[src/hw/rtl/assert_macros.svh]
// assertion macros used by the top-level rtl file
`ifndef ASSERT_MACROS_SVH
`define ASSERT_MACROS_SVH
`ifndef SYNTHESIS
`define RFA_ASSERT_NEXT(lbl, ante, cons) \
    lbl: assert property (@(posedge aclk) disable iff (!aresetn) (ante) |=> (cons)) \
        else $error("assertion failed");
`define RFA_ASSERT_NOW(lbl, ante, cons) \
    lbl: assert property (@(posedge aclk) disable iff (!aresetn) (ante) |-> (cons)) \
        else $error("assertion failed");
`else
`define RFA_ASSERT_NEXT(lbl, ante, cons)
`define RFA_ASSERT_NOW(lbl, ante, cons)
`endif
`endif

[src/hw/rtl/rfa_pkg.sv]
// shared types and constants of the restricted factor argmin core
package rfa_pkg;

    localparam int DEF_MAX_VARS   = 4;
    localparam int DEF_LABEL_BITS = 8;
    localparam int DEF_COST_BITS  = 32;

    localparam int NUM_OUT_LABELS = 4;
    localparam int NUM_VARS_W     = 3;
    localparam int PACKED_W       = 32;
    localparam int FIXED_MASK_W   = 4;
    localparam int CFG_INDEX_W    = 2;

    localparam logic [NUM_VARS_W-1:0]   RST_NUM_VARS     = 3'd2;
    localparam logic [PACKED_W-1:0]     RST_LABEL_COUNTS = 32'h0202_0202;
    localparam logic [FIXED_MASK_W-1:0] RST_FIXED_MASK   = 4'h0;
    localparam logic [PACKED_W-1:0]     RST_FIXED_LABELS = 32'h0000_0000;

    typedef enum logic [CFG_INDEX_W-1:0] {
        CFG_NUM_VARS     = 2'd0,
        CFG_LABEL_COUNTS = 2'd1,
        CFG_FIXED_MASK   = 2'd2,
        CFG_FIXED_LABELS = 2'd3
    } cfg_idx_t;

    typedef struct packed {
        logic [NUM_VARS_W-1:0]   num_vars;
        logic [PACKED_W-1:0]     label_counts;
        logic [FIXED_MASK_W-1:0] fixed_mask;
        logic [PACKED_W-1:0]     fixed_labels;
    } cfg_t;

    typedef struct packed {
        logic adv;
        logic last;
    } step_t;

endpackage

[src/hw/rtl/rfa_digit_counter.sv]
// mixed-radix digit counter with fixed-label match test
module rfa_digit_counter #(
    parameter int MAX_VARS   = rfa_pkg::DEF_MAX_VARS,
    parameter int LABEL_BITS = rfa_pkg::DEF_LABEL_BITS
) (
    input  logic                                 aclk,
    input  logic                                 aresetn,
    input  rfa_pkg::cfg_t                        cfg,
    input  rfa_pkg::step_t                       step,
    output logic [MAX_VARS-1:0][LABEL_BITS-1:0]  labels,
    output logic                                 match
);

    logic [MAX_VARS-1:0][LABEL_BITS-1:0] digit_reg;
    logic [MAX_VARS-1:0][LABEL_BITS-1:0] digit_next;
    logic [MAX_VARS-1:0]                 var_en;

    always_comb begin
        logic [rfa_pkg::FIXED_MASK_W-1:0] fm_sh;
        logic [rfa_pkg::PACKED_W-1:0]     fl_sh;
        match = 1'b1;
        for (int d = 0; d < MAX_VARS; d++) begin
            if (cfg.num_vars == '0) begin
                var_en[d] = (d == 0);
            end else begin
                var_en[d] = ({1'b0, cfg.num_vars} > 4'(d));
            end
            fm_sh = cfg.fixed_mask >> d;
            fl_sh = cfg.fixed_labels >> (d * LABEL_BITS);
            labels[d] = var_en[d] ? digit_reg[d] : '0;
            if (var_en[d] && fm_sh[0] && (digit_reg[d] != fl_sh[LABEL_BITS-1:0])) begin
                match = 1'b0;
            end
        end
    end

    always_comb begin
        logic                         carry;
        logic [rfa_pkg::PACKED_W-1:0] lc_sh;
        logic [LABEL_BITS:0]          inc;
        carry      = 1'b1;
        digit_next = digit_reg;
        for (int d = MAX_VARS - 1; d >= 0; d--) begin
            lc_sh = cfg.label_counts >> (d * LABEL_BITS);
            inc   = {1'b0, digit_reg[d]} + 1'b1;
            if (var_en[d] && carry) begin
                if (lc_sh[LABEL_BITS-1:0] == '0) begin
                    digit_next[d] = inc[LABEL_BITS-1:0];
                    carry         = inc[LABEL_BITS];
                end else if (inc < {1'b0, lc_sh[LABEL_BITS-1:0]}) begin
                    digit_next[d] = inc[LABEL_BITS-1:0];
                    carry         = 1'b0;
                end else begin
                    digit_next[d] = '0;
                    carry         = 1'b1;
                end
            end
        end
    end

    always_ff @(posedge aclk) begin
        if (!aresetn) begin
            digit_reg <= '0;
        end else if (step.adv) begin
            digit_reg <= step.last ? '0 : digit_next;
        end
    end

endmodule

[src/hw/rtl/rfa_best_tracker.sv]
// running first strict minimum over matching entries
module rfa_best_tracker #(
    parameter int MAX_VARS   = rfa_pkg::DEF_MAX_VARS,
    parameter int LABEL_BITS = rfa_pkg::DEF_LABEL_BITS,
    parameter int COST_BITS  = rfa_pkg::DEF_COST_BITS
) (
    input  logic                                 aclk,
    input  logic                                 aresetn,
    input  rfa_pkg::step_t                       step,
    input  logic                                 match,
    input  logic signed [COST_BITS-1:0]          cost,
    input  logic [MAX_VARS-1:0][LABEL_BITS-1:0]  labels,
    output logic [MAX_VARS-1:0][LABEL_BITS-1:0]  res_labels,
    output logic signed [COST_BITS-1:0]          res_cost,
    output logic                                 res_no_match,
    output logic                                 have_best
);

    logic                                have_best_reg;
    logic signed [COST_BITS-1:0]         best_cost_reg;
    logic [MAX_VARS-1:0][LABEL_BITS-1:0] best_labels_reg;
    logic                                take;

    assign have_best    = have_best_reg;
    assign take         = match && (!have_best_reg || (cost < best_cost_reg));
    assign res_cost     = take ? cost : (have_best_reg ? best_cost_reg : '0);
    assign res_labels   = take ? labels : (have_best_reg ? best_labels_reg : '0);
    assign res_no_match = !(have_best_reg || take);

    always_ff @(posedge aclk) begin
        if (!aresetn) begin
            have_best_reg <= 1'b0;
        end else if (step.adv) begin
            have_best_reg <= step.last ? 1'b0 : (have_best_reg || take);
        end
    end

    always_ff @(posedge aclk) begin
        if (step.adv && take) begin
            best_cost_reg   <= cost;
            best_labels_reg <= labels;
        end
    end

endmodule

[src/hw/rtl/restricted_factor_argmin_core.sv]
// top level of the restricted factor argmin core
//
// channel   dir  handshake                    payload
// s_axis    in   s_axis_tvalid/s_axis_tready  tdata: cost; tlast: last table entry
// m_axis    out  m_axis_tvalid/m_axis_tready  tdata: labels, min_cost; tuser: no_match
// cfg       in   cfg_valid/cfg_ready          cfg_index, cfg_data
//
// one table entry per cycle unless a last entry waits; digit counter and best-cost compare advance with each entry
// result is registered once the last entry leaves the input register, held until m_axis_tready
// a last entry waits in the input register only while an older result is not yet taken
// synchronous active-low reset clears counter, have-best flag and both valid flags, and loads the reset config
`include "assert_macros.svh"

module restricted_factor_argmin_core #(
    parameter int MAX_VARS   = rfa_pkg::DEF_MAX_VARS,
    parameter int LABEL_BITS = rfa_pkg::DEF_LABEL_BITS,
    parameter int COST_BITS  = rfa_pkg::DEF_COST_BITS
) (
    input  logic                                aclk,
    input  logic                                aresetn,
    // cost [COST_BITS-1:0], zero pad
    input  logic [((COST_BITS+7)/8)*8-1:0]      s_axis_tdata,
    input  logic                                s_axis_tvalid,
    output logic                                s_axis_tready,
    input  logic                                s_axis_tlast,
    // label_0, label_1, label_2, label_3, min_cost, zero pad
    output logic [((rfa_pkg::NUM_OUT_LABELS*LABEL_BITS+COST_BITS+7)/8)*8-1:0] m_axis_tdata,
    // no_match
    output logic                                m_axis_tuser,
    output logic                                m_axis_tvalid,
    input  logic                                m_axis_tready,
    input  logic                                cfg_valid,
    output logic                                cfg_ready,
    input  logic [rfa_pkg::CFG_INDEX_W-1:0]     cfg_index,
    input  logic [rfa_pkg::PACKED_W-1:0]        cfg_data
);

    localparam int OUT_LAB_W = rfa_pkg::NUM_OUT_LABELS * LABEL_BITS;
    localparam int OUT_W     = ((OUT_LAB_W + COST_BITS + 7) / 8) * 8;

    rfa_pkg::cfg_t cfg_reg;

    logic                        in_vld_reg;
    logic                        in_last_reg;
    logic signed [COST_BITS-1:0] in_cost_reg;

    logic                        out_vld_reg;
    logic [OUT_LAB_W-1:0]        out_lab_reg;
    logic [OUT_LAB_W-1:0]        out_lab_next;
    logic [COST_BITS-1:0]        out_cost_reg;
    logic                        out_nm_reg;

    rfa_pkg::step_t                      step;
    logic [MAX_VARS-1:0][LABEL_BITS-1:0] cur_labels;
    logic [MAX_VARS-1:0][LABEL_BITS-1:0] res_labels;
    logic signed [COST_BITS-1:0]         res_cost;
    logic                                res_no_match;
    logic                                match;
    logic                                have_best;

    // config writes
    assign cfg_ready = 1'b1;

    always_ff @(posedge aclk) begin
        if (!aresetn) begin
            cfg_reg.num_vars     <= rfa_pkg::RST_NUM_VARS;
            cfg_reg.label_counts <= rfa_pkg::RST_LABEL_COUNTS;
            cfg_reg.fixed_mask   <= rfa_pkg::RST_FIXED_MASK;
            cfg_reg.fixed_labels <= rfa_pkg::RST_FIXED_LABELS;
        end else if (cfg_valid && cfg_ready) begin
            unique case (rfa_pkg::cfg_idx_t'(cfg_index))
                rfa_pkg::CFG_NUM_VARS: begin
                    cfg_reg.num_vars <= cfg_data[rfa_pkg::NUM_VARS_W-1:0];
                end
                rfa_pkg::CFG_LABEL_COUNTS: begin
                    cfg_reg.label_counts <= cfg_data;
                end
                rfa_pkg::CFG_FIXED_MASK: begin
                    cfg_reg.fixed_mask <= cfg_data[rfa_pkg::FIXED_MASK_W-1:0];
                end
                rfa_pkg::CFG_FIXED_LABELS: begin
                    cfg_reg.fixed_labels <= cfg_data;
                end
            endcase
        end
    end

    // input register
    assign step.adv  = in_vld_reg && !(in_last_reg && out_vld_reg && !m_axis_tready);
    assign step.last = in_last_reg;
    assign s_axis_tready = !in_vld_reg || step.adv;

    always_ff @(posedge aclk) begin
        if (!aresetn) begin
            in_vld_reg <= 1'b0;
        end else if (s_axis_tready) begin
            in_vld_reg <= s_axis_tvalid;
        end
    end

    always_ff @(posedge aclk) begin
        if (s_axis_tready && s_axis_tvalid) begin
            in_cost_reg <= s_axis_tdata[COST_BITS-1:0];
            in_last_reg <= s_axis_tlast;
        end
    end

    rfa_digit_counter #(
        .MAX_VARS   (MAX_VARS),
        .LABEL_BITS (LABEL_BITS)
    ) u_digit (
        .aclk    (aclk),
        .aresetn (aresetn),
        .cfg     (cfg_reg),
        .step    (step),
        .labels  (cur_labels),
        .match   (match)
    );

    rfa_best_tracker #(
        .MAX_VARS   (MAX_VARS),
        .LABEL_BITS (LABEL_BITS),
        .COST_BITS  (COST_BITS)
    ) u_best (
        .aclk         (aclk),
        .aresetn      (aresetn),
        .step         (step),
        .match        (match),
        .cost         (in_cost_reg),
        .labels       (cur_labels),
        .res_labels   (res_labels),
        .res_cost     (res_cost),
        .res_no_match (res_no_match),
        .have_best    (have_best)
    );

    // result register
    for (genvar v = 0; v < rfa_pkg::NUM_OUT_LABELS; v++) begin : g_out_lab
        if (v < MAX_VARS) begin : g_used
            assign out_lab_next[v*LABEL_BITS +: LABEL_BITS] = res_labels[v];
        end else begin : g_unused
            assign out_lab_next[v*LABEL_BITS +: LABEL_BITS] = '0;
        end
    end

    always_ff @(posedge aclk) begin
        if (!aresetn) begin
            out_vld_reg <= 1'b0;
        end else if (step.adv && step.last) begin
            out_vld_reg <= 1'b1;
        end else if (m_axis_tready) begin
            out_vld_reg <= 1'b0;
        end
    end

    always_ff @(posedge aclk) begin
        if (step.adv && step.last) begin
            out_lab_reg  <= out_lab_next;
            out_cost_reg <= res_cost;
            out_nm_reg   <= res_no_match;
        end
    end

    assign m_axis_tvalid = out_vld_reg;
    assign m_axis_tdata  = OUT_W'({out_cost_reg, out_lab_reg});
    assign m_axis_tuser  = out_nm_reg;

    // checks
    `RFA_ASSERT_NEXT(a_last_gives_result, step.adv && step.last, m_axis_tvalid)
    `RFA_ASSERT_NEXT(a_last_clears_best, step.adv && step.last, !have_best)
    `RFA_ASSERT_NOW(a_no_match_zero, m_axis_tvalid && m_axis_tuser, m_axis_tdata == '0)
    `RFA_ASSERT_NOW(a_stall_only_last, in_vld_reg && !s_axis_tready, in_last_reg && out_vld_reg)

endmodule

[config.mk]
export PLATFORM = sky130hd
export DESIGN_NAME = restricted_factor_argmin_core
export DESIGN_NICKNAME = d
export VERILOG_FILES = /design/src/hw/rtl/rfa_pkg.sv /design/src/hw/rtl/rfa_digit_counter.sv /design/src/hw/rtl/rfa_best_tracker.sv /design/src/hw/rtl/restricted_factor_argmin_core.sv
export VERILOG_INCLUDE_DIRS = /design/src /design/src/hw/rtl
export SDC_FILE = /design/constraint.sdc
export NUM_CORES = 1
export LEC_CHECK = 0
export ABC_AREA = 0
export BUFFER_PORTS_ARGS = -buffer_cell sky130_fd_sc_hd__buf_2
export CAP_MARGIN = 0
export CORE_MARGIN = 2
export CORE_UTILIZATION = 50
export DETAILED_ROUTE_END_ITERATION = 8
export PLACE_DENSITY = 0.7
export SETUP_SLACK_MARGIN = 0.02
export SKIP_LAST_GASP = 1
export SLEW_MARGIN = 40
export SYNTH_ARGS = -nofsm -noshare
export SYNTH_HDL_FRONTEND = slang
export SYNTH_SLANG_ARGS = --single-unit
[constraint.sdc]
create_clock -name aclk -period 4.9 [get_ports aclk]
set_input_delay 0.735 -clock aclk [delete_from_list [all_inputs] [get_ports aclk]]
set_output_delay 0.735 -clock aclk [all_outputs]
set_load 0.01 [all_outputs]
==> results of run 1 <==
[logic make-up after synthesis]
logic type / count (synthesis) / synth area share
AO/OA/AOI/OAI: 243 / 0.1553
XOR/XNOR: 52 / 0.03676
multiplexers: 10 / 0.008181
other: 1 / 0.0003027
buffers and inverters: 132 / 0.04333
flip-flops: 268 / 0.5640
AND/OR/NAND/NOR: 326 / 0.1285
adder cells (fa/ha/maj): 63 / 0.06363
[layout make-up]
type	instances	area (µm²)
clock buffers	37	795.8
clock inverters	15	122.6
fillers	2048	10080
inverters	70	265.3
multi-input cells	695	4891
flip-flops and latches	268	6988
well taps	324	405.4
repair buffers	147	774.5
[final timing paths]
path | start | to
setup / recovery | u_digit.digit_reg[16] | u_digit.digit_reg[15]
hold / removal | s_axis_tlast | in_last_reg
setup reg to reg | u_digit.digit_reg[16] | u_digit.digit_reg[15]
hold reg to reg | cfg_reg[65] | cfg_reg[65]
[routing by layer]
| metal | wire [µm] | vias to the layer above | global-route usage | share of wire |
|---|---|---|---|---|
| met2 | 11460 | 270 | 0.3118 | 0.43 |
| met4 | 680 | 0 | 0.05357 | 0.025 |
| met3 | 1732 | 37 | 0.03056 | 0.064 |
| li1 | - | 4195 | - | - |
| met1 | 13060 | 4015 | 0.3125 | 0.48 |
| met5 | 0 | - | 0 | 0 |
[cells in the mapped netlist, drive strengths merged, types with 25 or more instances]
cell | count | area (µm²)
a21boi | 66 | 499.2
a22o | 40 | 350.3
and2 | 25 | 157.6
ha | 63 | 788.3
xnor2 | 43 | 376.6
clkbuf | 39 | 147.6
o21ai | 31 | 166.4
a32o | 26 | 260.3
dfxtp | 106 | 2122
nand2 | 155 | 581.8
nor2 | 30 | 112.6
edfxtp | 162 | 4865
inv | 70 | 262.8
[per-stage QoR]
| stage | util | cells | instance area [µm²] |
|---|---|---|---|
| global placement | 0.5470 | 1504 | 13300 |
| CTS | 0.5850 | 1556 | 14230 |
| floorplan | - | 1095 | 12390 |
| finish | 0.5856 | 1556 | 14240 |
| detailed placement | 0.5473 | 1504 | 13310 |
| global route | 0.5856 | 1556 | 14240 |
[layout by cell type, fill, tap and decap left out, drive strengths merged, types with 16 or more instances in the layout]
master / Yosys / final
clkbuf: 39 / 37
nand3: 20 / 20
ha: 63 / 63
a22o: 40 / 40
o21ai: 31 / 31
a21boi: 66 / 66
buf: 23 / 147
nand4: 18 / 18
a32o: 26 / 26
and2: 25 / 25
inv: 70 / 70
xnor2: 43 / 43
and3: 16 / 16
dfxtp: 106 / 106
nand2: 155 / 155
nor2: 30 / 30
edfxtp: 162 / 162
nor2b: 24 / 24
[power groups by stage]
stage | Clock [W] | Combinational, W | Sequential [W]
2_1_floorplan | 0 | 0.000244 | 0.00258
3_3_place_gp | 0 | 0.000367 | 0.00259
3_5_place_dp | 0 | 0.000373 | 0.00259
4_1_cts | 0.00213 | 0.000376 | 0.00254
5_1_grt | 0.00221 | 0.000420 | 0.00255
6_report | 0.00209 | 0.000374 | 0.00254
==> results by stage, run 1 <==
Place:
- Summed over all nets, the half-perimeter wirelength after detailed placement is 18.58 mm.
- The minimum setup slack after placement is 1.574 ns.
- During placement, the flow inserted port buffers numbering 138.
- At the end of routability-driven placement, the weighted congestion stood at 0.8913.

Die:
- The die is between 150 and 200 µm tall.
- Measured along the x axis, the die boundary spans 161.4 µm.
- For this configuration, the core starts out at a cell density of 0.5094.
- The core outline area is 24320 µm².
- The floorplan has 57 rows.
- The I/O pin count is 140.
- The floorplan step defined a die boundary enclosing approximately 26000 µm².

STA:
- Setup repair after global routing left no endpoint under its margin.
- The count of pins over their slew limit is 0.
- Dividing the final minimum period by the clock period gives 0.6971.
- Setup violations remaining at the end of the flow were counted as 0.
- After routing, the total negative slack on setup checks comes to 0 ns.
- After layout, the minimum clock period comes to 3.416 ns.
- The final worst-path setup slack is 1.484 ns.
- The final count of hold timing violations came to 0.
- The maximum achievable frequency is 0.2928 GHz.
- The worst slack on hold paths is 0.3586 ns.
- For the pin with the worst max-slew slack, the measured transition is 0.6371 ns.
- The worst pin sits at a relative slew slack of 0.5753.
- The worst clock skew is between 0.01 and 0.015 ns.

Global route:
- The total routing resource utilization after global routing is 0.2065.
- Entering global routing, the biggest net connects 105 pins.
- The via count of the first global-routing pass came to 8210.
- The number of antenna violations at the first check in global routing is 0.
- After global routing the overflow that remains totals 0.
- The global-route wire length before repair is approximately 43 mm.

Setup path:
- The required time of the worst setup path is 5.37 ns.
- The kind of critical path is reg2reg.
- The family with the most delay on the worst path is simple AND/OR/NAND/NOR gates.
- On the worst path, the slowest cell contributes a delay of 0.52 ns.
- The worst-path cell with the longest stage delay is or4b_1.
- STA classifies the critical path endpoint as a register.
- The critical path crosses 11 cells after its start point.
- The signal on the critical path passes through ha_1 -> and3_1 -> and3_1 -> xnor2_1 -> ha_1 -> nand4_1 -> o311ai_2 -> o211ai_2 -> a21o_2 -> or4b_1 -> a21boi_1.
- The worst setup path is launched from a register.
- The depth of the worst register-to-register path is 11.
- The maximum fanout encountered on the critical timing path is 8.
- Setup slack on the worst reg-to-reg path comes out at 1.48 ns.
- The worst endpoint data arrival time is around 3.9 ns.
- Counting both buffers and inverters, the worst setup path holds a total of 0.

Yosys:
- The synthesized area is 12390 µm².
- The proportion of synthesized flip-flops having asynchronous set or reset is 0.
- The most used flip-flop cell after synthesis is edfxtp_1.
- The part of the Yosys area used for sequential elements is 0.5640.
- The synthesized design contains 268 register bits.
- In this run the mean area of a mapped cell was 11.31 µm².
- The distinct cell type count after synthesis is 77.
- The count of warnings emitted by yosys is 0.
- Counting every instance in the synthesized netlist gives 1095.
- The number of enable flip-flop cells after synthesis is roughly 160.
- The net count of the mapped netlist is 1230.

Power:
- Summing internal, switching and leakage power gives 0.005010 W.
- The share of total power dissipated in combinational logic is 0.075.
- The worst voltage drop across the vdd grid is between 0.2 and 0.3 mV.
- For this design the ratio of total power to cell area is 351.8 nW/µm².
- The switching power share of the total is 0.2254.
- The share of total power dissipated in sequential elements is 0.508.
- The switching power summed over all nets is 0.001129 W.
- The internal power of the cells totals 0.003881 W.
- The relative contribution of the clock network to total power is 0.418.
- The leakage power figure is 5.588 nW.

Clock tree:
- The number of sinks on the clock net is approximately 270.
- In this run the number of H-tree levels came out at 1.
- In this run the deepest clock path goes through 3 buffers.
- After clock tree synthesis, the setup repair step added 0 buffers.
- Clock tree synthesis selected as its root buffer the cell clkbuf_16.
- In this run, post-CTS repair resized a total of 0 instances.
- The hold-fix buffer count after cts is 0.
- TritonCTS created 28 clock buffers.
- The clock-pin slew on the worst setup and hold paths is roughly 0.06 ns.
- The CTS tree is built.
- The later pin in the worst-skew pair is clocked with a latency of about 0.55 ns.

Drt:
- After detailed routing, the average wire length per cell comes to 17.31 µm.
- For this block, the routed nets add up to 26.93 mm of wire.
- In the routed design, unresolved DRC markers number 0.
- The number of iterations in the first detailed-routing pass is 5.
- The detailed router finished its first iteration with 671 violations.
- In this run the remaining antenna-violating nets after routing total 0.
- The number of vias per cell after detailed routing is 5.474.
- The number of vias after detailed routing is 8517.

Final layout:
- The register with the most flip-flops in the layout has 71 of them.
- The synthesis-to-layout area growth is 14.97%.
- The number of inserted diodes is 0.
- The number of nets in the final layout is 1345.
- Of the cells placed in the final design, the portion with a size suffix greater than 1 is 0.1761.

Run:
- The number of maximum-capacitance violations is 0.

Hold path:
- The path class of the tightest hold or removal check is in2reg.
- Counting instances, the worst hold path has a depth of 1.

Outcome:
- The run finished with clean final reports.
(Power assumes the default switching activity.)
==> run 2, diff against run 1 <==
Clock period 4.9 ns to 3.3 ns, I/O delays scaled along.
==> run 2 against run 1 <==
  * Sequential cell count unchanged
  * Total power rose by 47%
  * Worst hold slack got worse by 0.24 ns
  * Cell area grew 1.8%
  * Non-clock buffer count up 28
  * Fmax rose by 9.6%
  * Die area stayed put
  * Largest power group unchanged
  * Sequential power rose by 48%
  * Wire length is 2.5% higher
  * Setup slack lost 1.3 ns
  * Via count rose by 1.0%
==> results by stage, run 2 (synthesis results as in run 1) <==
Setup path:
- The required time of the worst setup path is 3.79 ns (was 5.37 ns).
- The maximum fanout encountered on the critical timing path is 8 (unchanged).
- The count of buffering cells on the critical path with inverters included is 0 (unchanged).
- The startpoint class of the critical path was a register (unchanged).
- Worst-path cell chain: ha_1 -> and3_1 -> and3_1 -> xnor2_1 -> ha_1 -> nand4_1 -> o311ai_4 -> o211ai_2 -> a21o_2 -> or4b_1 -> a21boi_1 (was ha_1 -> and3_1 -> and3_1 -> xnor2_1 -> ha_1 -> nand4_1 -> o311ai_2 -> o211ai_2 -> a21o_2 -> or4b_1 -> a21boi_1).
- The critical path capture point type is a register (unchanged).
- The launch instance of the worst register-to-register path is u_digit.digit_reg[16] (unchanged).
- The delay contributed by the slowest stage of the critical path is 0.51 ns (was 0.52 ns).
- The worst endpoint data arrival time is 3.60 ns (was 3.88 ns).
- The launch point of the critical path was u_digit.digit_reg[16] (unchanged).
- The worst-path cell with the longest stage delay is or4b_1 (unchanged).
- The kind of critical path is reg2reg (unchanged).
- The family with the most delay on the worst path was simple AND/OR/NAND/NOR gates (unchanged).

Clock tree:
- The CTS tree is built (unchanged).
- The buffer depth of the longest clock path is 3 (unchanged).
- The cell at the root of the clock tree is clkbuf_16 (unchanged).
- The clock buffer count from CTS came to 29 (was 28).
- The number of sinks on the clock net is 268 (unchanged).
- The hold-fix buffer count after cts is 0 (unchanged).
- The clock-pin slew on the worst setup and hold paths is 0.06 ns (about the same).
- The deepest level of the CTS H-tree was 1 (unchanged).
- The clock network latency to the later pin of the worst-skew pair is 0.55 ns (about the same).

Drt:
- The remaining design rule violation count is 0 (unchanged).
- The total detailed-routing wirelength is 27.61 mm (was 26.93 mm).
- The number of vias after detailed routing is 8603 (was 8517).
- The number of iterations in the first detailed-routing pass is 5 (unchanged).
- The number of vias per cell after detailed routing is 5.421 (was 5.474).
- The number of DRC markers after the initial detailed-route iteration is 798 (was 671).
- The antenna violation net count after detailed routing is 0 (unchanged).
- The average detailed-routed wire length per instance was 17.40 µm (was 17.31 µm).

Final layout:
- The finished layout cell area is 14500 µm² (was 14240 µm²).
- The most common library cell in the layout ignoring fill and taps is edfxtp_1 (unchanged).
- The ratio of cells with drive above 1 in the final layout came to 0.2027 (was 0.1761).
- The synthesis-to-layout area growth was 17.02% (was 14.97%).
- The number of inserted diodes came to 0 (unchanged).
- Commonest cells after routing, fill and taps aside: edfxtp_1, nand2_1, buf_2, dfxtp_1, inv_1 (unchanged).
- The flip-flop count of the largest register after layout came to 71 (unchanged).
- The area occupied by multi-input gates is 4930 µm² (was 4891 µm²).
- The number of nets in the final layout is 1375 (was 1345).
- The count of fill cells added during filler insertion came to 2047 (was 2048).
- The area used by sequential logic in the layout was 7007 µm² (was 6988 µm²).

Die:
- The chip height is 161.4 µm (unchanged).
- The core outline area is 24320 µm² (unchanged).
- The site row count came to 57 (unchanged).
- The initial core utilization is 0.5094 (unchanged).
- The I/O pin count is 140 (unchanged).
- The full die area is 26050 µm² (unchanged).
- The overall die width is 161.4 µm (unchanged).

STA:
- The normalized max-slew margin is 0.4928 (was 0.5753).
- The final worst-path cycle share came to 0.9445 (was 0.6971).
- The total negative slack for setup checks came to 0 ns (unchanged).
- The maximum achievable frequency is 0.3208 GHz (was 0.2928 GHz).
- The final count of hold timing violations is 0 (unchanged).
- The final critical-path required period was 3.117 ns (was 3.416 ns).
- The count of pins over their slew limit is 0 (unchanged).
- The slew of the pin with the lowest slew margin was 0.7416 ns (was 0.6371 ns).
- The worst clock skew came to 0.01774 ns (was 0.01374 ns).
- RSZ-0062 raised after global routing: true (was false).
- The count of endpoints failing setup in the final report is 0 (unchanged).

Global route:
- The total routing resource utilization after global routing is 0.2104 (was 0.2065).
- The number of antenna violations at the first check in global routing was 0 (unchanged).
- The overall overflow remaining after global route came to 0 (unchanged).
- The pin count of the biggest net entering global routing is 105 (unchanged).
- The via count of the first global-routing pass is 8316 (was 8210).
- The global-route wire length before repair is 44.14 mm (was 43.39 mm).

Power:
- The leakage power figure came to 5.725 nW (was 5.588 nW).
- The power density over the cells is 507.2 nW/µm² (was 351.8 nW/µm²).
- The worst voltage drop across the vdd grid is 0.3847 mV (was 0.2751 mV).

Place:
- The final estimated routing congestion in global placement is 0.8461 (was 0.8913).
- The sum of net half-perimeters after detailed placement is 19.03 mm (was 18.58 mm).
- The cell area reported after detailed placement is 13530 µm² (was 13310 µm²).
- The count of input and output buffers is 138 (unchanged).

Hold path:
- The startpoint of the tightest hold check path is s_axis_tdata[25] (was s_axis_tlast).
- The kind of path behind the tightest hold check is in2reg (unchanged).

Outcome:
- Outcome: finished clean (unchanged).

Run:
- The number of maximum-capacitance violations is 0 (unchanged).
[run 2: cell count changes in the layout (fill, tap and decap cells not counted), moves of 2 or more]
cell       previous run  this run
buf_4                 7        32
dfxtp_1             105        98
clkbuf_1              4         8
dfxtp_4               0         4
dfxtp_2               1         4
buf_12                1         3
bufinv_16             2         0
inv_6                 0         2
nor2_1               29        27
nor2_2                0         2
[run 2: through the flow]
step / setup WS, ns / cells / power [W] / hold WS [ns] / utilization
after global routing: 0.01902 / 1587 / 0.007659 / 0.09654 / 0.5961
after floorplan: 0.3241 / 1095 / 0.004194 / 0.4064 / -
final: 0.1832 / 1587 / 0.007352 / 0.1174 / 0.5961
after CTS: 0.02319 / 1583 / 0.007419 / 0.09598 / 0.5922
after global placement: 0.06491 / 1528 / 0.004405 / 0.4510 / 0.5555
after detailed placement: 0.001677 / 1529 / 0.004428 / 0.4618 / 0.5562
[run 2: metal layers]
| metal | track usage | vias up | part of all wire |
|---|---|---|---|
| met1 | 0.3150 | 4061 | 0.48 |
| met5 | 0 | - | 0 |
| met4 | 0.04911 | 0 | 0.015 |
| met3 | 0.03313 | 41 | 0.064 |
| li1 | - | 4251 | - |
| met2 | 0.3225 | 250 | 0.44 |
[run 2: layout make-up]
cell class / count / share of cell area
Timing Repair Buffer: 175 / 0.07017
Multi-Input combinational cell: 696 / 0.3401
Inverter: 70 / 0.01813
Tap cell: 324 / 0.02796
Clock inverter: 14 / 0.005351
Clock buffer: 40 / 0.05498
Sequential cell: 268 / 0.4833
[run 2: power by group]
| part | internal (W) | switching [W] |
|---|---|---|
| Combinational | 0.000249 | 0.000349 |
| Sequential | 0.00369 | 0.0000704 |
| Clock | 0.00169 | 0.00130 |
[run 2: path summary, 6_finish.rpt]
| kind | slack (ns) | to | cells past startpoint |
|---|---|---|---|
| max reg2reg | 0.18 | u_digit.digit_reg[15] | 11 |
| min | 0.12 | in_cost_reg[25] | 1 |
| max | 0.18 | u_digit.digit_reg[15] | 11 |
| min reg2reg | 0.47 | cfg_reg[29] | 2 |
[run 2: repair_timing]
action | CTS | global route
endpoints found under the setup margin | 2 | 38
setup buffers | 0 | 3
pin swaps | 1 | 6
cloned | 0 | 1
resized for setup | 1 | 19
==> run 3, diff against run 2 <==
Settings changed: BUFFER_PORTS_ARGS -buffer_cell sky130_fd_sc_hd__buf_2 to not set, CORE_UTILIZATION 50 to 64, DONT_BUFFER_PORTS set to 1, PLACE_DENSITY 0.7 to 0.8.
==> run 3 against run 2 <==
  * Sequential cell count did not move
  * Sequential power barely moved
  * Register-to-register slack got worse by 0.03 ns
  * Clock-buffer cell count rose by 5
  * Fmax fell by 0.91%
  * Die area fell by 21%
  * Final cell count fell by 13%
  * Critical path depth did not move
  * Core utilization rose by 14 points
  * Worst hold slack got worse by 0.094 ns
  * Clock skew fell by 0.0051 ns
  * Largest cell class unchanged
  * Sequential share of layout area rose by 2.1 points
==> results by stage, run 3 (synthesis results as in run 1) <==
Outcome:
- Outcome: finished clean (unchanged).

Clock tree:
- The clock buffer count from CTS is 28 (was 29).
- The cell at the root of the clock tree is clkbuf_16 (unchanged).
- The number of sinks on the clock net is 268 (unchanged).
- The buffer depth of the longest clock path is 3 (unchanged).
- The clock network latency to the later pin of the worst-skew pair was 0.56 ns (was 0.55 ns).
- The clock-pin slew on the worst setup and hold paths is 0.06 ns (about the same).
- The deepest level of the CTS H-tree is 1 (unchanged).
- The CTS tree is built (unchanged).

Run:
- The number of maximum-capacitance violations is 0 (unchanged).

Setup path:
- The family with the most delay on the worst path is simple AND/OR/NAND/NOR gates (unchanged).
- Worst-path cell chain: ha_1 -> and3_2 -> and3_1 -> xnor2_1 -> ha_1 -> nand4_1 -> o311ai_4 -> o211ai_2 -> a21o_2 -> or4b_1 -> a21boi_1 (was ha_1 -> and3_1 -> and3_1 -> xnor2_1 -> ha_1 -> nand4_1 -> o311ai_4 -> o211ai_2 -> a21o_2 -> or4b_1 -> a21boi_1).
- The delay contributed by the slowest stage of the critical path is 0.50 ns (was 0.51 ns).
- The launch instance of the worst register-to-register path is u_digit.digit_reg[17] (was u_digit.digit_reg[16]).
- The most numerous cell type found on the critical path is ha_1.
- The worst endpoint data arrival time is 3.65 ns (was 3.60 ns).
- The startpoint class of the critical path was a register (unchanged).
- The destination of the worst register-to-register timing path is u_digit.digit_reg[15] (unchanged).
- The flop-to-flop setup slack came to 0.15 ns (was 0.18 ns).
- The launch point of the critical path is u_digit.digit_reg[17] (was u_digit.digit_reg[16]).
- The critical path capture point type is a register (unchanged).
- The depth of the worst register-to-register path is 11 (unchanged).
- The maximum fanout encountered on the critical timing path is 6 (was 8).
- The count of buffering cells on the critical path with inverters included was 0 (unchanged).
- The required time of the worst setup path came to 3.80 ns (was 3.79 ns).
- The worst-path cell with the longest stage delay is or4b_1 (unchanged).
- The kind of critical path is reg2reg (unchanged).

Final layout:
- The flip-flop count of the largest register after layout is 71 (unchanged).
- Commonest cells after routing, fill and taps aside: edfxtp_1, nand2_1, dfxtp_1, inv_1, a21boi_0 (was edfxtp_1, nand2_1, buf_2, dfxtp_1, inv_1).
- The synthesis-to-layout area growth was 12.03% (was 17.02%).
- The most common library cell in the layout ignoring fill and taps is edfxtp_1 (unchanged).
- The ratio of cells with drive above 1 in the final layout is 0.1086 (was 0.2027).
- The finished layout cell area is 13880 µm² (was 14500 µm²).
- The number of nets in the final layout is 1236 (was 1375).

STA:
- The worst clock skew was 0.01267 ns (was 0.01774 ns).
- The slew of the pin with the lowest slew margin came to 0.7977 ns (was 0.7416 ns).
- The total negative slack for setup checks is 0 ns (unchanged).
- The maximum achievable frequency is 0.3179 GHz (was 0.3208 GHz).
- The final critical-path required period is 3.145 ns (was 3.117 ns).
- The count of endpoints failing setup in the final report is 0 (unchanged).
- The count of pins over their slew limit was 0 (unchanged).
- The worst slack on hold paths is 0.02325 ns (was 0.1174 ns).
- The final count of hold timing violations is 0 (unchanged).
- The final worst-path cycle share came to 0.9531 (was 0.9445).
- The normalized max-slew margin was 0.4670 (was 0.4928).

Power:
- The internal power component is 0.005889 W (was 0.005629 W).
- The total power of the final layout is 0.007553 W (was 0.007352 W).
- The power density over the cells is 544.3 nW/µm² (was 507.2 nW/µm²).
- The switching power share of the total is 0.2204 (was 0.2343).
- The leakage power figure is 5.244 nW (was 5.725 nW).
- The relative contribution of the clock network to total power is 0.434 (was 0.407).
- The switching power summed over all nets is 0.001665 W (was 0.001722 W).
- The worst voltage drop across the vdd grid is 0.4221 mV (was 0.3847 mV).
- The relative contribution of combinational cells to total power is 0.064 (was 0.081).
- The proportion of power drawn by flip-flops and latches is 0.501 (was 0.512).

Hold path:
- The startpoint of the tightest hold check path is s_axis_tdata[24] (was s_axis_tdata[25]).
- The kind of path behind the tightest hold check is in2reg (unchanged).
- The cell count of the worst hold path was 0 (was 1).
- The capture endpoint of the worst hold path is in_cost_reg[24] (was in_cost_reg[25]).

Place:
- The count of input and output buffers is 0 (was 138).
- The sum of net half-perimeters after detailed placement was 17.90 mm (was 19.03 mm).
- The cell area reported after detailed placement is 12710 µm² (was 13530 µm²).
- The final estimated routing congestion in global placement was 0.9007 (was 0.8461).

Drt:
- The number of vias per cell after detailed routing is 5.902 (was 5.421).
- The average detailed-routed wire length per instance is 19.12 µm (was 17.40 µm).
- The number of vias after detailed routing is 8174 (was 8603).
- The remaining design rule violation count was 0 (unchanged).
- The antenna violation net count after detailed routing is 0 (unchanged).
- The number of iterations in the first detailed-routing pass is 5 (unchanged).
- The total detailed-routing wirelength is 26.48 mm (was 27.61 mm).
- The number of DRC markers after the initial detailed-route iteration is 476 (was 798).

Global route:
- The pin count of the biggest net entering global routing is 106 (was 105).
- The global-route wire length before repair is 41.77 mm (was 44.14 mm).
- The total routing resource utilization after global routing was 0.2587 (was 0.2104).
- The number of antenna violations at the first check in global routing was 2 (was 0).
- The via count of the first global-routing pass is 7821 (was 8316).
- The overall overflow remaining after global route came to 0 (unchanged).

Die:
- The I/O pin count is 140 (unchanged).
- The overall die width was 143.1 µm (was 161.4 µm).
- The site row count is 50 (was 57).
- The full die area is 20480 µm² (was 26050 µm²).
- The chip height is 143.1 µm (was 161.4 µm).
- The initial core utilization is 0.6579 (was 0.5094).
- The core outline area was 18830 µm² (was 24320 µm²).
==> run 3: cell count changes in the layout (fill, tap and decap cells not counted), sizes merged, moves of 2 or more <==
| cell | previous run | this run |
|---|---|---|
| diode | 0 | 2 |
| inv | 73 | 70 |
| clkbuf | 40 | 45 |
| clkinv | 11 | 6 |
| buf | 175 | 36 |
==> run 3: layout make-up <==
| cell class | instances | area (µm²) |
|---|---|---|
| clock inverter | 7 | 88.84 |
| multi-input combinational | 696 | 4950 |
| fill | 1350 | 4952 |
| antenna | 2 | 5.005 |
| inverter | 70 | 262.8 |
| tap | 260 | 325.3 |
| sequential | 268 | 6998 |
| clock buffer | 45 | 918.4 |
| timing repair buffer | 37 | 330.3 |
==> run 3: metrics by stage <==
step	setup slack (ns)	utilization	cells
2_1_floorplan	0.3241	-	1095
3_3_place_gp	0.09604	0.6751	1321
3_5_place_dp	0.007922	0.6751	1321
4_1_cts	0.03525	0.7296	1375
5_1_grt	-0.01641	0.7369	1384
6_report	0.1547	0.7370	1385
==> run 3: metal layers <==
metal  vias to the layer above  wire (µm)  track usage
li1                       3980          -            -
met1                      3918      11970       0.3806
met2                       235      12020       0.4002
met3                        39       1958      0.04661
met4                         2        512      0.06462
met5                         -         10            0
==> run 3: how the worst max path moves through the flow <==
stage | endpoint | slack [ns] | depth (start not counted)
6_report | u_digit.digit_reg[15] | 0.15 | 11
5_1_grt | u_digit.digit_reg[15] | -0.02 | 12
4_1_cts | u_digit.digit_reg[13] | 0.04 | 12
3_5_place_dp | u_digit.digit_reg[15] | 0.008 | 11
3_3_place_gp | u_digit.digit_reg[15] | 0.1 | 11
2_1_floorplan | u_digit.digit_reg[15] | 0.32 | 11
==> run 3: power groups by stage <==
stage	logic (W)	registers, W	clock network, W
after global placement	0.000448	0.00385	0
after CTS	0.000472	0.00379	0.00332
final	0.000485	0.00379	0.00328
after global routing	0.000541	0.00380	0.00345
after floorplan	0.000362	0.00383	0
after detailed placement	0.000463	0.00386	0
==> run 3: worst reg2reg max path: cells and delay by family, from the launching register on <==
family / cells / cell delay (ns)
fa+ha+maj: 2 / 0.54
flops: 1 / 0.36
compound gates: 4 / 0.92
simple gates: 4 / 1.11
xor+xnor: 1 / 0.15
==> run 3: timing repair <==
item | in CTS | in global routing
gates cloned | 1 | 0
resized for setup | 1 | 18
setup buffers | 0 | 8
hold endpoints to repair | 1 | 0
pin swaps | 0 | 11
setup endpoints to repair | 33 | 64
hold buffers | 1 | 0
